`config.mk`:
```
export PLATFORM = sky130hd
export DESIGN_NAME = deque_with_search_count
export DESIGN_NICKNAME = d
export VERILOG_FILES = /design/src/dqsc_pkg.sv /design/src/dqsc_dpath.sv /design/src/dqsc_ctrl.sv /design/src/deque_with_search_count.sv
export VERILOG_INCLUDE_DIRS = /design/src /design/src/src
export SDC_FILE = /design/constraint.sdc
export NUM_CORES = 2
export LEC_CHECK = 0
export BUFFER_PORTS_ARGS = -buffer_cell sky130_fd_sc_hd__buf_2
export CAP_MARGIN = 0
export CORE_ASPECT_RATIO = 1.75
export CORE_MARGIN = 4
export CORE_UTILIZATION = 50
export DETAILED_ROUTE_END_ITERATION = 10
export PLACE_DENSITY_LB_ADDON = 0.12
export SYNTH_ARGS = -nofsm -noshare
export SYNTH_HDL_FRONTEND = slang
export SYNTH_SLANG_ARGS = --single-unit
```
`constraint.sdc`:
```
create_clock -name clk -period 9.45 [get_ports clk]
set_clock_uncertainty 0.1 [all_clocks]
set_input_delay 0.945 -clock clk [delete_from_list [all_inputs] [get_ports clk]]
set_output_delay 0.945 -clock clk [all_outputs]
set_load 0.05 [all_outputs]
```
`src/deque_with_search_count_assert.svh`:
```
// Assertion macros used by the deque datapath.
`ifndef DEQUE_WITH_SEARCH_COUNT_ASSERT_SVH
`define DEQUE_WITH_SEARCH_COUNT_ASSERT_SVH

// Checks that the consequent holds in the same cycle as the antecedent.
`define DQSC_ASSERT_IMPLIES(name, clock, rstn, ante, cons) \
    name: assert property (@(posedge clock) disable iff (!rstn) (ante) |-> (cons)) \
        else $error("deque: same-cycle check failed");

// Checks that the consequent holds in the cycle after the antecedent.
`define DQSC_ASSERT_NEXT(name, clock, rstn, ante, cons) \
    name: assert property (@(posedge clock) disable iff (!rstn) (ante) |=> (cons)) \
        else $error("deque: next-cycle check failed");

`endif

```
`src/dqsc_pkg.sv`:
```
// Types and codes shared by the deque controller, datapath and top level.
`default_nettype none

package dqsc_pkg;

    typedef enum logic [2:0] {
        KIND_PUSH_BACK  = 3'd0,
        KIND_PUSH_FRONT = 3'd1,
        KIND_POP_BACK   = 3'd2,
        KIND_POP_FRONT  = 3'd3,
        KIND_COUNT      = 3'd4
    } kind_t;

    typedef enum logic [1:0] {
        RES_ZERO  = 2'd0,
        RES_READ  = 2'd1,
        RES_MATCH = 2'd2
    } res_sel_t;

    typedef enum logic [2:0] {
        S_IDLE   = 3'd0,
        S_EXEC   = 3'd1,
        S_SCAN   = 3'd2,
        S_TAIL   = 3'd3,
        S_FINISH = 3'd4
    } state_t;

    typedef struct packed {
        logic     capture;
        logic     push_back;
        logic     push_front;
        logic     pop_back;
        logic     pop_front;
        logic     scan_start;
        logic     scan_step;
        logic     load_out;
        logic     refuse;
        res_sel_t res_sel;
    } dqsc_cmd_t;

    typedef struct packed {
        logic [2:0] kind;
        logic       full;
        logic       empty;
        logic       scan_last;
    } dqsc_status_t;

endpackage

`default_nettype wire

```
`src/dqsc_dpath.sv`:
```
// Datapath of the deque: ring memory, pointers, search counter and result register.
`default_nettype none
`include "deque_with_search_count_assert.svh"

module dqsc_dpath #(
    parameter int DEPTH = 64
) (
    input  wire logic                       clk,
    input  wire logic                       rst_n,
    input  wire dqsc_pkg::dqsc_cmd_t        cmd,
    output dqsc_pkg::dqsc_status_t          status,
    input  wire logic [2:0]                 kind,
    input  wire logic signed [31:0]         value,
    output logic signed [31:0]              result_value,
    output logic                            refused,
    output logic [$clog2(DEPTH+1)-1:0]      occupancy
);
    import dqsc_pkg::*;

    localparam int AW = $clog2(DEPTH);
    localparam int CW = $clog2(DEPTH + 1);
    localparam logic [AW:0]   DEPTH_W = (AW + 1)'(DEPTH);
    localparam logic [AW-1:0] LAST_IDX = AW'(DEPTH - 1);

    logic [31:0]       mem [DEPTH];
    logic [AW-1:0]     front_reg, front_next;
    logic [CW-1:0]     count_reg, count_next;
    logic [AW-1:0]     scan_idx_reg, scan_idx_next;
    logic [CW-1:0]     match_reg, match_next;
    logic              cmp_v_reg;
    logic [2:0]        kind_reg;
    logic [31:0]       key_reg;
    logic [31:0]       rd_data_reg;
    logic [AW-1:0]     rd_addr;
    logic              rd_en;
    logic [AW-1:0]     wr_addr;
    logic              wr_en;
    logic [AW-1:0]     front_dec;
    logic [CW-1:0]     count_dec;
    logic signed [31:0] out_value_reg;
    logic              out_refused_reg;
    logic [CW-1:0]     out_occ_reg;

    // Adds two ring indices modulo DEPTH; both inputs are below DEPTH.
    function automatic logic [AW-1:0] wrap_add(input logic [AW-1:0] a,
                                               input logic [AW-1:0] b);
        logic [AW:0] s;
        logic [AW:0] d;
        s = {1'b0, a} + {1'b0, b};
        d = s - DEPTH_W;
        return (s >= DEPTH_W) ? d[AW-1:0] : s[AW-1:0];
    endfunction

    assign front_dec = (front_reg == '0) ? LAST_IDX : front_reg - 1'b1;
    assign count_dec = count_reg - 1'b1;

    always_comb
    begin
        wr_en   = cmd.push_back || cmd.push_front;
        wr_addr = cmd.push_front ? front_dec : wrap_add(front_reg, count_reg[AW-1:0]);
        rd_en   = cmd.pop_back || cmd.pop_front || cmd.scan_step;
        if (cmd.pop_back)
        begin
            rd_addr = wrap_add(front_reg, count_dec[AW-1:0]);
        end
        else if (cmd.pop_front)
        begin
            rd_addr = front_reg;
        end
        else
        begin
            rd_addr = wrap_add(front_reg, scan_idx_reg);
        end
    end

    always_comb
    begin
        front_next    = front_reg;
        count_next    = count_reg;
        scan_idx_next = scan_idx_reg;
        match_next    = match_reg;
        if (cmd.push_back)
        begin
            count_next = count_reg + 1'b1;
        end
        if (cmd.push_front)
        begin
            front_next = front_dec;
            count_next = count_reg + 1'b1;
        end
        if (cmd.pop_back)
        begin
            count_next = count_dec;
        end
        if (cmd.pop_front)
        begin
            front_next = wrap_add(front_reg, AW'(1));
            count_next = count_dec;
        end
        if (cmd.scan_start)
        begin
            scan_idx_next = '0;
            match_next    = '0;
        end
        else
        begin
            if (cmd.scan_step)
            begin
                scan_idx_next = scan_idx_reg + 1'b1;
            end
            // The compare happens in the cycle after the read because the memory
            // output is registered.
            if (cmp_v_reg && (rd_data_reg == key_reg))
            begin
                match_next = match_reg + 1'b1;
            end
        end
    end

    always_ff @(posedge clk or negedge rst_n)
    begin
        if (!rst_n)
        begin
            front_reg    <= '0;
            count_reg    <= '0;
            scan_idx_reg <= '0;
            match_reg    <= '0;
            cmp_v_reg    <= 1'b0;
        end
        else
        begin
            front_reg    <= front_next;
            count_reg    <= count_next;
            scan_idx_reg <= scan_idx_next;
            match_reg    <= match_next;
            cmp_v_reg    <= cmd.scan_step;
        end
    end

    always_ff @(posedge clk)
    begin
        if (wr_en)
        begin
            mem[wr_addr] <= key_reg;
        end
        if (rd_en)
        begin
            rd_data_reg <= mem[rd_addr];
        end
    end

    always_ff @(posedge clk)
    begin
        if (cmd.capture)
        begin
            kind_reg <= kind;
            key_reg  <= value;
        end
        if (cmd.load_out)
        begin
            case (cmd.res_sel)
                RES_READ:  out_value_reg <= rd_data_reg;
                RES_MATCH: out_value_reg <= 32'(match_reg);
                default:   out_value_reg <= '0;
            endcase
            out_refused_reg <= cmd.refuse;
            out_occ_reg     <= count_reg;
        end
    end

    assign status.kind      = kind_reg;
    assign status.full      = (count_reg == DEPTH_W[CW-1:0]);
    assign status.empty     = (count_reg == '0);
    assign status.scan_last = (CW'(scan_idx_reg) == count_dec);

    assign result_value = out_value_reg;
    assign refused      = out_refused_reg;
    assign occupancy    = out_occ_reg;

    `DQSC_ASSERT_IMPLIES(a_count_bound, clk, rst_n, 1'b1, count_reg <= DEPTH_W[CW-1:0])
    `DQSC_ASSERT_IMPLIES(a_no_push_full, clk, rst_n, wr_en, !status.full)
    `DQSC_ASSERT_IMPLIES(a_no_pop_empty, clk, rst_n, cmd.pop_back || cmd.pop_front, !status.empty)
    `DQSC_ASSERT_IMPLIES(a_scan_in_range, clk, rst_n, cmd.scan_step, CW'(scan_idx_reg) < count_reg)
    `DQSC_ASSERT_NEXT(a_push_grows, clk, rst_n, wr_en, count_reg == $past(count_reg) + 1'b1)

endmodule

`default_nettype wire

```
`src/dqsc_ctrl.sv`:
```
// Controller state machine that sequences each deque request.
`default_nettype none

module dqsc_ctrl (
    input  wire logic                   clk,
    input  wire logic                   rst_n,
    input  wire logic                   in_valid,
    output logic                        in_stall,
    output logic                        out_valid,
    input  wire logic                   out_stall,
    input  wire dqsc_pkg::dqsc_status_t status,
    output dqsc_pkg::dqsc_cmd_t         cmd
);
    import dqsc_pkg::*;

    state_t   state_reg, state_next;
    res_sel_t res_sel_reg, res_sel_next;
    logic     refuse_reg, refuse_next;
    logic     out_valid_reg, out_valid_next;

    always_ff @(posedge clk or negedge rst_n)
    begin
        if (!rst_n)
        begin
            state_reg     <= S_IDLE;
            res_sel_reg   <= RES_ZERO;
            refuse_reg    <= 1'b0;
            out_valid_reg <= 1'b0;
        end
        else
        begin
            state_reg     <= state_next;
            res_sel_reg   <= res_sel_next;
            refuse_reg    <= refuse_next;
            out_valid_reg <= out_valid_next;
        end
    end

    always_comb
    begin
        state_next     = state_reg;
        res_sel_next   = res_sel_reg;
        refuse_next    = refuse_reg;
        out_valid_next = out_valid_reg && out_stall;
        cmd            = '0;
        cmd.res_sel    = res_sel_reg;
        cmd.refuse     = refuse_reg;
        in_stall       = (state_reg != S_IDLE);
        case (state_reg)
            S_IDLE:
            begin
                if (in_valid)
                begin
                    cmd.capture = 1'b1;
                    state_next  = S_EXEC;
                end
            end
            S_EXEC:
            begin
                res_sel_next = RES_ZERO;
                refuse_next  = 1'b0;
                state_next   = S_FINISH;
                case (status.kind)
                    KIND_PUSH_BACK:
                    begin
                        if (status.full)
                        begin
                            refuse_next = 1'b1;
                        end
                        else
                        begin
                            cmd.push_back = 1'b1;
                        end
                    end
                    KIND_PUSH_FRONT:
                    begin
                        if (status.full)
                        begin
                            refuse_next = 1'b1;
                        end
                        else
                        begin
                            cmd.push_front = 1'b1;
                        end
                    end
                    KIND_POP_BACK:
                    begin
                        if (status.empty)
                        begin
                            refuse_next = 1'b1;
                        end
                        else
                        begin
                            cmd.pop_back = 1'b1;
                            res_sel_next = RES_READ;
                        end
                    end
                    KIND_POP_FRONT:
                    begin
                        if (status.empty)
                        begin
                            refuse_next = 1'b1;
                        end
                        else
                        begin
                            cmd.pop_front = 1'b1;
                            res_sel_next  = RES_READ;
                        end
                    end
                    KIND_COUNT:
                    begin
                        cmd.scan_start = 1'b1;
                        res_sel_next   = RES_MATCH;
                        if (!status.empty)
                        begin
                            state_next = S_SCAN;
                        end
                    end
                    default:
                    begin
                        refuse_next = 1'b1;
                    end
                endcase
            end
            S_SCAN:
            begin
                cmd.scan_step = 1'b1;
                if (status.scan_last)
                begin
                    state_next = S_TAIL;
                end
            end
            S_TAIL:
            begin
                // The last entry read is compared during this cycle.
                state_next = S_FINISH;
            end
            S_FINISH:
            begin
                if (!out_valid_reg || !out_stall)
                begin
                    cmd.load_out   = 1'b1;
                    out_valid_next = 1'b1;
                    state_next     = S_IDLE;
                end
            end
            default:
            begin
                state_next = S_IDLE;
            end
        endcase
    end

    assign out_valid = out_valid_reg;

endmodule

`default_nettype wire

```
`src/deque_with_search_count.sv`:
```
// Top level of the bounded double-ended queue with match counting.
`default_nettype none

// Bounded deque of DEPTH signed 32-bit entries in a ring memory. Each input
// item pushes or pops at either end or counts the entries equal to value; each
// produces exactly one result item carrying the popped value or match count,
// a refused flag (pop on empty, push on full, unused kind code) and the
// occupancy after the request. Items are handled one at a time by a state
// machine over a memory with registered read: a push, a pop or a refused
// request passes from acceptance in S_IDLE through S_EXEC and S_FINISH, and a
// count on a nonempty queue also passes through S_SCAN, where the search reads
// one entry per cycle, and S_TAIL; on an empty queue it skips both. A
// finished result waits in an output register, so the next item is taken
// while the previous result is still stalled; that next item then holds its
// own result in S_FINISH until the register is free. The memory needs no
// clearing after reset; the block accepts items from the first cycle.
module deque_with_search_count #(
    parameter int DEPTH = 64
) (
    input  wire logic                   clk,
    input  wire logic                   rst_n,
    input  wire logic                   in_valid,
    output logic                        in_stall,
    input  wire logic [2:0]             kind,
    input  wire logic signed [31:0]     value,
    output logic                        out_valid,
    input  wire logic                   out_stall,
    output logic signed [31:0]          result_value,
    output logic                        refused,
    output logic [$clog2(DEPTH+1)-1:0]  occupancy
);
    import dqsc_pkg::*;

    dqsc_cmd_t    cmd;
    dqsc_status_t status;

    dqsc_ctrl u_ctrl (
        .clk       (clk),
        .rst_n     (rst_n),
        .in_valid  (in_valid),
        .in_stall  (in_stall),
        .out_valid (out_valid),
        .out_stall (out_stall),
        .status    (status),
        .cmd       (cmd)
    );

    dqsc_dpath #(
        .DEPTH (DEPTH)
    ) u_dpath (
        .clk          (clk),
        .rst_n        (rst_n),
        .cmd          (cmd),
        .status       (status),
        .kind         (kind),
        .value        (value),
        .result_value (result_value),
        .refused      (refused),
        .occupancy    (occupancy)
    );

endmodule

`default_nettype wire

```
Word-level counts from Yosys, hierarchy flattened:

Memory sizes are Yosys's and may differ from the RTL's. A register that Yosys moved wholly into a read port is not among the register bits.
Index checks and enable logic that the tools add are counted.

* reductions and logical operators: 20
* $add $sub $neg: 13
* order comparisons: 4
* equal/unequal tests: 16
* muxes and demuxes: 47

Operators with widths (count)
* 2-to-1 mux 6 bit: 12
* case mux 32 bit (2 select lines): 1
* 2-to-1 mux 7 bit: 6
* == test 32 bit: 1
* subtractor 6 x 1 -> 6 bit (second input constant): 5
* >= comparator 7 bit (second input constant): 4
* adder 6 x 6 -> 7 bit: 3
* 2-to-1 mux 1 bit: 19
* 2-to-1 mux 3 bit: 5
* case mux 3 bit (5 select lines): 1
* adder 7 x 1 -> 7 bit (second input constant): 2
* == test 3 x 2 -> 1 bit (second input constant): 4
* adder 6 x 1 -> 7 bit (second input constant): 1
* == test 6 x 7 -> 1 bit: 1
* == test 7 bit (second input constant): 1
* logical NOT 7 bit: 1
* subtractor 7 x 1 -> 7 bit (second input constant): 1
* adder 6 x 1 -> 6 bit (second input constant): 1
* == test 3 x 1 -> 1 bit (second input constant): 2
* == test 3 bit (second input constant): 2
* logical NOT 3 bit: 2
* logical NOT 6 bit: 1
* nonzero test 2 bit: 3
* 2-to-1 mux 5 bit: 1
* other kinds (13): 20

* logic and storage cells: 115
* bits in writable memories: 2048
* flip-flop bits (word level): 109
* memories kept: 1

Memory list
* u_dpath.mem: depth 64, bits a word 32, read ports 1, clocked after memory_dff 1, wr ports 1, line dqsc_dpath.sv:25 `logic [31:0] mem [DEPTH];`

Logic depth before layout (Yosys ltp):

* word-level depth: 8
* mapped depth: 15
* mapped depth without buffers: 12

By module:

From an unflattened synthesis, not the netlist that was laid out.

* cell total of the unflattened synthesis: 5438
* area total of the unflattened synthesis: 101776.4 um^2

By module, submodules not included
* dqsc_dpath: instances 1, cells an instance 5393, area an instance 101378.5 um^2
* dqsc_ctrl: instances 1, cells an instance 45, area an instance 397.9 um^2

Worst setup path after synthesis:

OpenSTA, ideal clock, no wires.

* kind: register to register
* start: reg u_ctrl.state_reg[1]
* end: mem u_dpath.mem[32][0] (enable)
* setup time: 421 ps
* cell stages (with the launch flop): 9
* clock period less this slack: 4166 ps
* arrival time: 3645 ps
* required time: 8929 ps
* slack: 5284 ps
* cells stage by stage: dfrtp_1 clkbuf_1 or3b_2 a311oi_1 nand2_1 mux2_2 nor2_1 nand2_1 nor2_1

* word-level cells in the longest chain between the ends: 5

RTL lines
* from (decl): line dqsc_ctrl.sv:16 `state_t state_reg, state_next;`
* from (signal assigned): line dqsc_ctrl.sv:32 `state_reg <= state_next;`
* == test 3 x 1 -> 1 bit (*): line dqsc_ctrl.sv:49 `case (state_reg)`
* 2-to-1 mux 5 bit (*): line dqsc_ctrl.sv:49
* logical OR 1 bit: line dqsc_dpath.sv:59 `wr_en = cmd.push_back || cmd.push_front;`
* 2-to-1 mux 1 bit: line dqsc_dpath.sv:142 `if (wr_en)`
* 2-to-1 mux 1 bit (implied by the code): line dqsc_dpath.sv:144 `mem[wr_addr] <= key_reg;`
* to (decl): line dqsc_dpath.sv:25

Mark *: on every way between the ends. The rest lies on a longest branch, timed or not.

Final worst setup path:

* start: reg u_dpath.count_reg[0]
* end: reg u_dpath.rd_data_reg[18] (read register of u_dpath.mem), data pin

* word-level cells in the longest chain between the ends: 6

RTL lines
* from (decl): line dqsc_dpath.sv:27 `logic [CW-1:0] count_reg, count_next;`
* from (signal assigned): line dqsc_dpath.sv:133 `count_reg <= count_next;`
* parallel branches: the longest is 6 deep, another holds subtractor 7 x 1 -> 7 bit
* to (decl): line dqsc_dpath.sv:33 `logic [31:0] rd_data_reg;`

Several ways; the timed one is not identified.
A chain may end at the register's enable or synchronous reset.

==> flow_metrics.tcl <==
set metrics [dict create \
    outcome "complete, no violations" \
    vias 55900 \
    worst-path-max-fanout 131 \
    crit_type "register to register" \
    synth-edff-count 2155 \
    cpLargestDelayFamily "compound AO/OA/AOI/OAI gates" \
    cts_tree "done" \
    htreeDepth 4 \
    synth_top_area_share_pct 72.6 \
    hold_buffers 0 \
    syn-num-nets 6566 \
    fillers 14100 \
    ys_ff_latch 2189 \
    synth_cell_types 69 \
    critical_path_required_ns 9.88 \
    yosys.area.top_type "edfxtp_1" \
    cp_slowest_cell "a32oi_1" \
    layout-drive-gt1-share_pct 11.7 \
    drc 0 \
    rsz0062_at_grt "no" \
    die_area_sq_um 185000 \
    dr.pass1.iters 6 \
    r2r-start "u_dpath.count_reg[0]" \
    max_cap_viol_count 0 \
    largest_register_ffs 2048 \
    viasPerCell 6.21 \
    r2r_end "u_dpath.rd_data_reg[18]" \
    end_kind "register" \
    ant_nets 0 \
    nets 6547 \
    dp_hpwl_mm 141 \
    cp.depth 13 \
    gp_congestion 0.832 \
    ys_seq_area_share_pct 73.6 \
    rows 204 \
    core-area_sq_um 177000 \
    grt_max_degree 184 \
    antenna_found_initial 13 \
    fin_tns_setup_ns 0 \
    arrival_ns 6.58 \
    ys_async_sr_fraction_pct 1.55 \
    hp-class "input port to async pin" \
    critical_path.most_common_cell "buf_4" \
    io_buffers 80 \
    largest_register "u_dpath.mem" \
    dieWidth_um 327 \
    io_pins 81 \
    start_util_pct 50.4 \
    timing.fmax_mhz 163 \
    slowest_delay_ns 0.85 \
    synth.cell_area_sq_um 89100 \
    synthTopCellsByArea "edfxtp_1 73%, nand2_1 5.7%, nand3_1 4.7%, o211ai_1 4.2%, mux2_2 2.3%" \
    worstSetupStartpointType "register" \
    area_delta_synth_final_pct 10.7 \
    grt_overflow 0 \
    synthCells 6499 \
    clk_latency_ns 0.85 \
    track_usage_pct 28.5 \
    grt_pass1_wl_mm 384 \
    finalHoldViolations 0 \
    root_buffer "clkbuf_16" \
    cts_buffers 201 \
    grt_pass1_vias 53400 \
    rr_worst_depth 13 \
    die_y_um 567 \
    maxSlewHeadroom_pct 27.8 \
    synth_top_flop_cell "edfxtp_1" \
    yosys_warnings 0 \
    utilization_pct 55.8 \
    fin_crit_sh_pct 65.1 \
    worst_pin_slew_ns 1.08 \
    cts_resized 0 \
    path_buf_inv 4 \
    cts.path.max_buffers 4 \
    crit_chain "inv_1, ha_1, or3b_1, o2111ai_4, buf_4, a21boi_4, buf_12, buf_4, mux2_1, o211ai_1, o311ai_0, a32oi_1, nand3_1" \
    rrSetupSlack_ns 3.30 \
    finalSetupViolCount 0 \
    wl_per_cell_um 30.1 \
    cts_setup_buffers 0 \
    fin_crit_ns 6.15 \
    drv_slew 0 \
    clk_transition_reported_paths_ns 0.07 \
    drtIter0Drc 6305 \
    drt_wl_total_mm 271 \
    syn_avg_cell_area_sq_um 13.7 \
    clkSinkCount 2189 \
]
-- metrics by stage --
stage	cells	setup slack (ns)	area, sq um	hold WS, ns
after floorplan	6499	5.28	89100	0.320
after global placement	8646	3.34	92500	0.339
after detailed placement	8646	3.24	92500	0.341
after CTS	8992	3.24	98700	0.109
after global routing	8993	2.83	98700	0.163
final	8998	3.30	98700	0.127
-- cell usage after synthesis (28+ instances only) --
master	number
o211ai_1	498
clkbuf_1	239
nor2_1	120
xnor2_1	56
dfrtp_1	34
nand2_1	1350
nand3_1	833
o2111ai_1	63
and2_1	28
buf_1	34
edfxtp_1	2155
o311ai_1	44
mux2_2	181
inv_1	205
buf_2	174
and3_1	129
a41o_1	62
nand4_1	41
a32oi_1	33
-- cells by family after synthesis --
group                    count (synthesis)  synth area share, %
buffers and inverters                  665                 3.10
AO/OA/AOI/OAI                          815                 7.22
XOR/XNOR                                72                0.707
flip-flops                            2189                 73.6
multiplexers                           199                 2.51
adder cells (fa/ha/maj)                 28                0.418
AND/OR/NAND/NOR                       2531                 12.5
-- how the worst max path moves through the flow --
stage,slack (ns),from,end
final,3.30,u_dpath.count_reg[0],u_dpath.rd_data_reg[18]
after global routing,2.83,u_dpath.count_reg[0],u_dpath.rd_data_reg[18]
after CTS,3.24,u_dpath.count_reg[0],u_dpath.rd_data_reg[18]
after detailed placement,3.24,u_dpath.count_reg[0],u_dpath.rd_data_reg[18]
after global placement,3.34,u_dpath.count_reg[0],u_dpath.rd_data_reg[18]
after floorplan,5.28,u_ctrl.state_reg[1],u_dpath.mem[32][0]
-- metal layers --
metal	GRT usage (%)	vias to the layer above	part of all wire (%)
li1	-	24300	-
met1	36.5	28400	37
met2	49.2	2512	50
met3	3.98	586	7.7
met4	11.6	6	4.5
met5	0	-	0.017
-- cell usage in the layout, fill, tap and decap left out, drive strengths merged, types with 15 or more instances in the layout --
cell type     n
nand3       833
and2         28
inv         209
clkbuf      244
nand2      1350
a32oi        33
buf         237
dfrtp        34
a21oi        22
clkinv       76
edfxtp     2155
nor2        120
o2111ai      64
o211ai      499
xnor2        56
o311ai       62
nand4        41
a41o         62
mux2        192
o21ai        20
bufinv       15
ha           25
and3        129
xor2         16
-- layout make-up --
class	instances	area (sq um)	share of cell area (%)
antenna	6	15.0	0.0152
clock buffer	244	5260	5.33
multi-input combinational	3645	21500	21.7
inverter	206	778	0.789
timing repair buffer	237	1780	1.80
clock inverter	102	878	0.890
sequential	2189	65600	66.4
tap	2369	2960	3.00
Power is not shown: default switching activity piles up to over one toggle a cycle in this logic, so the estimate is an artifact.
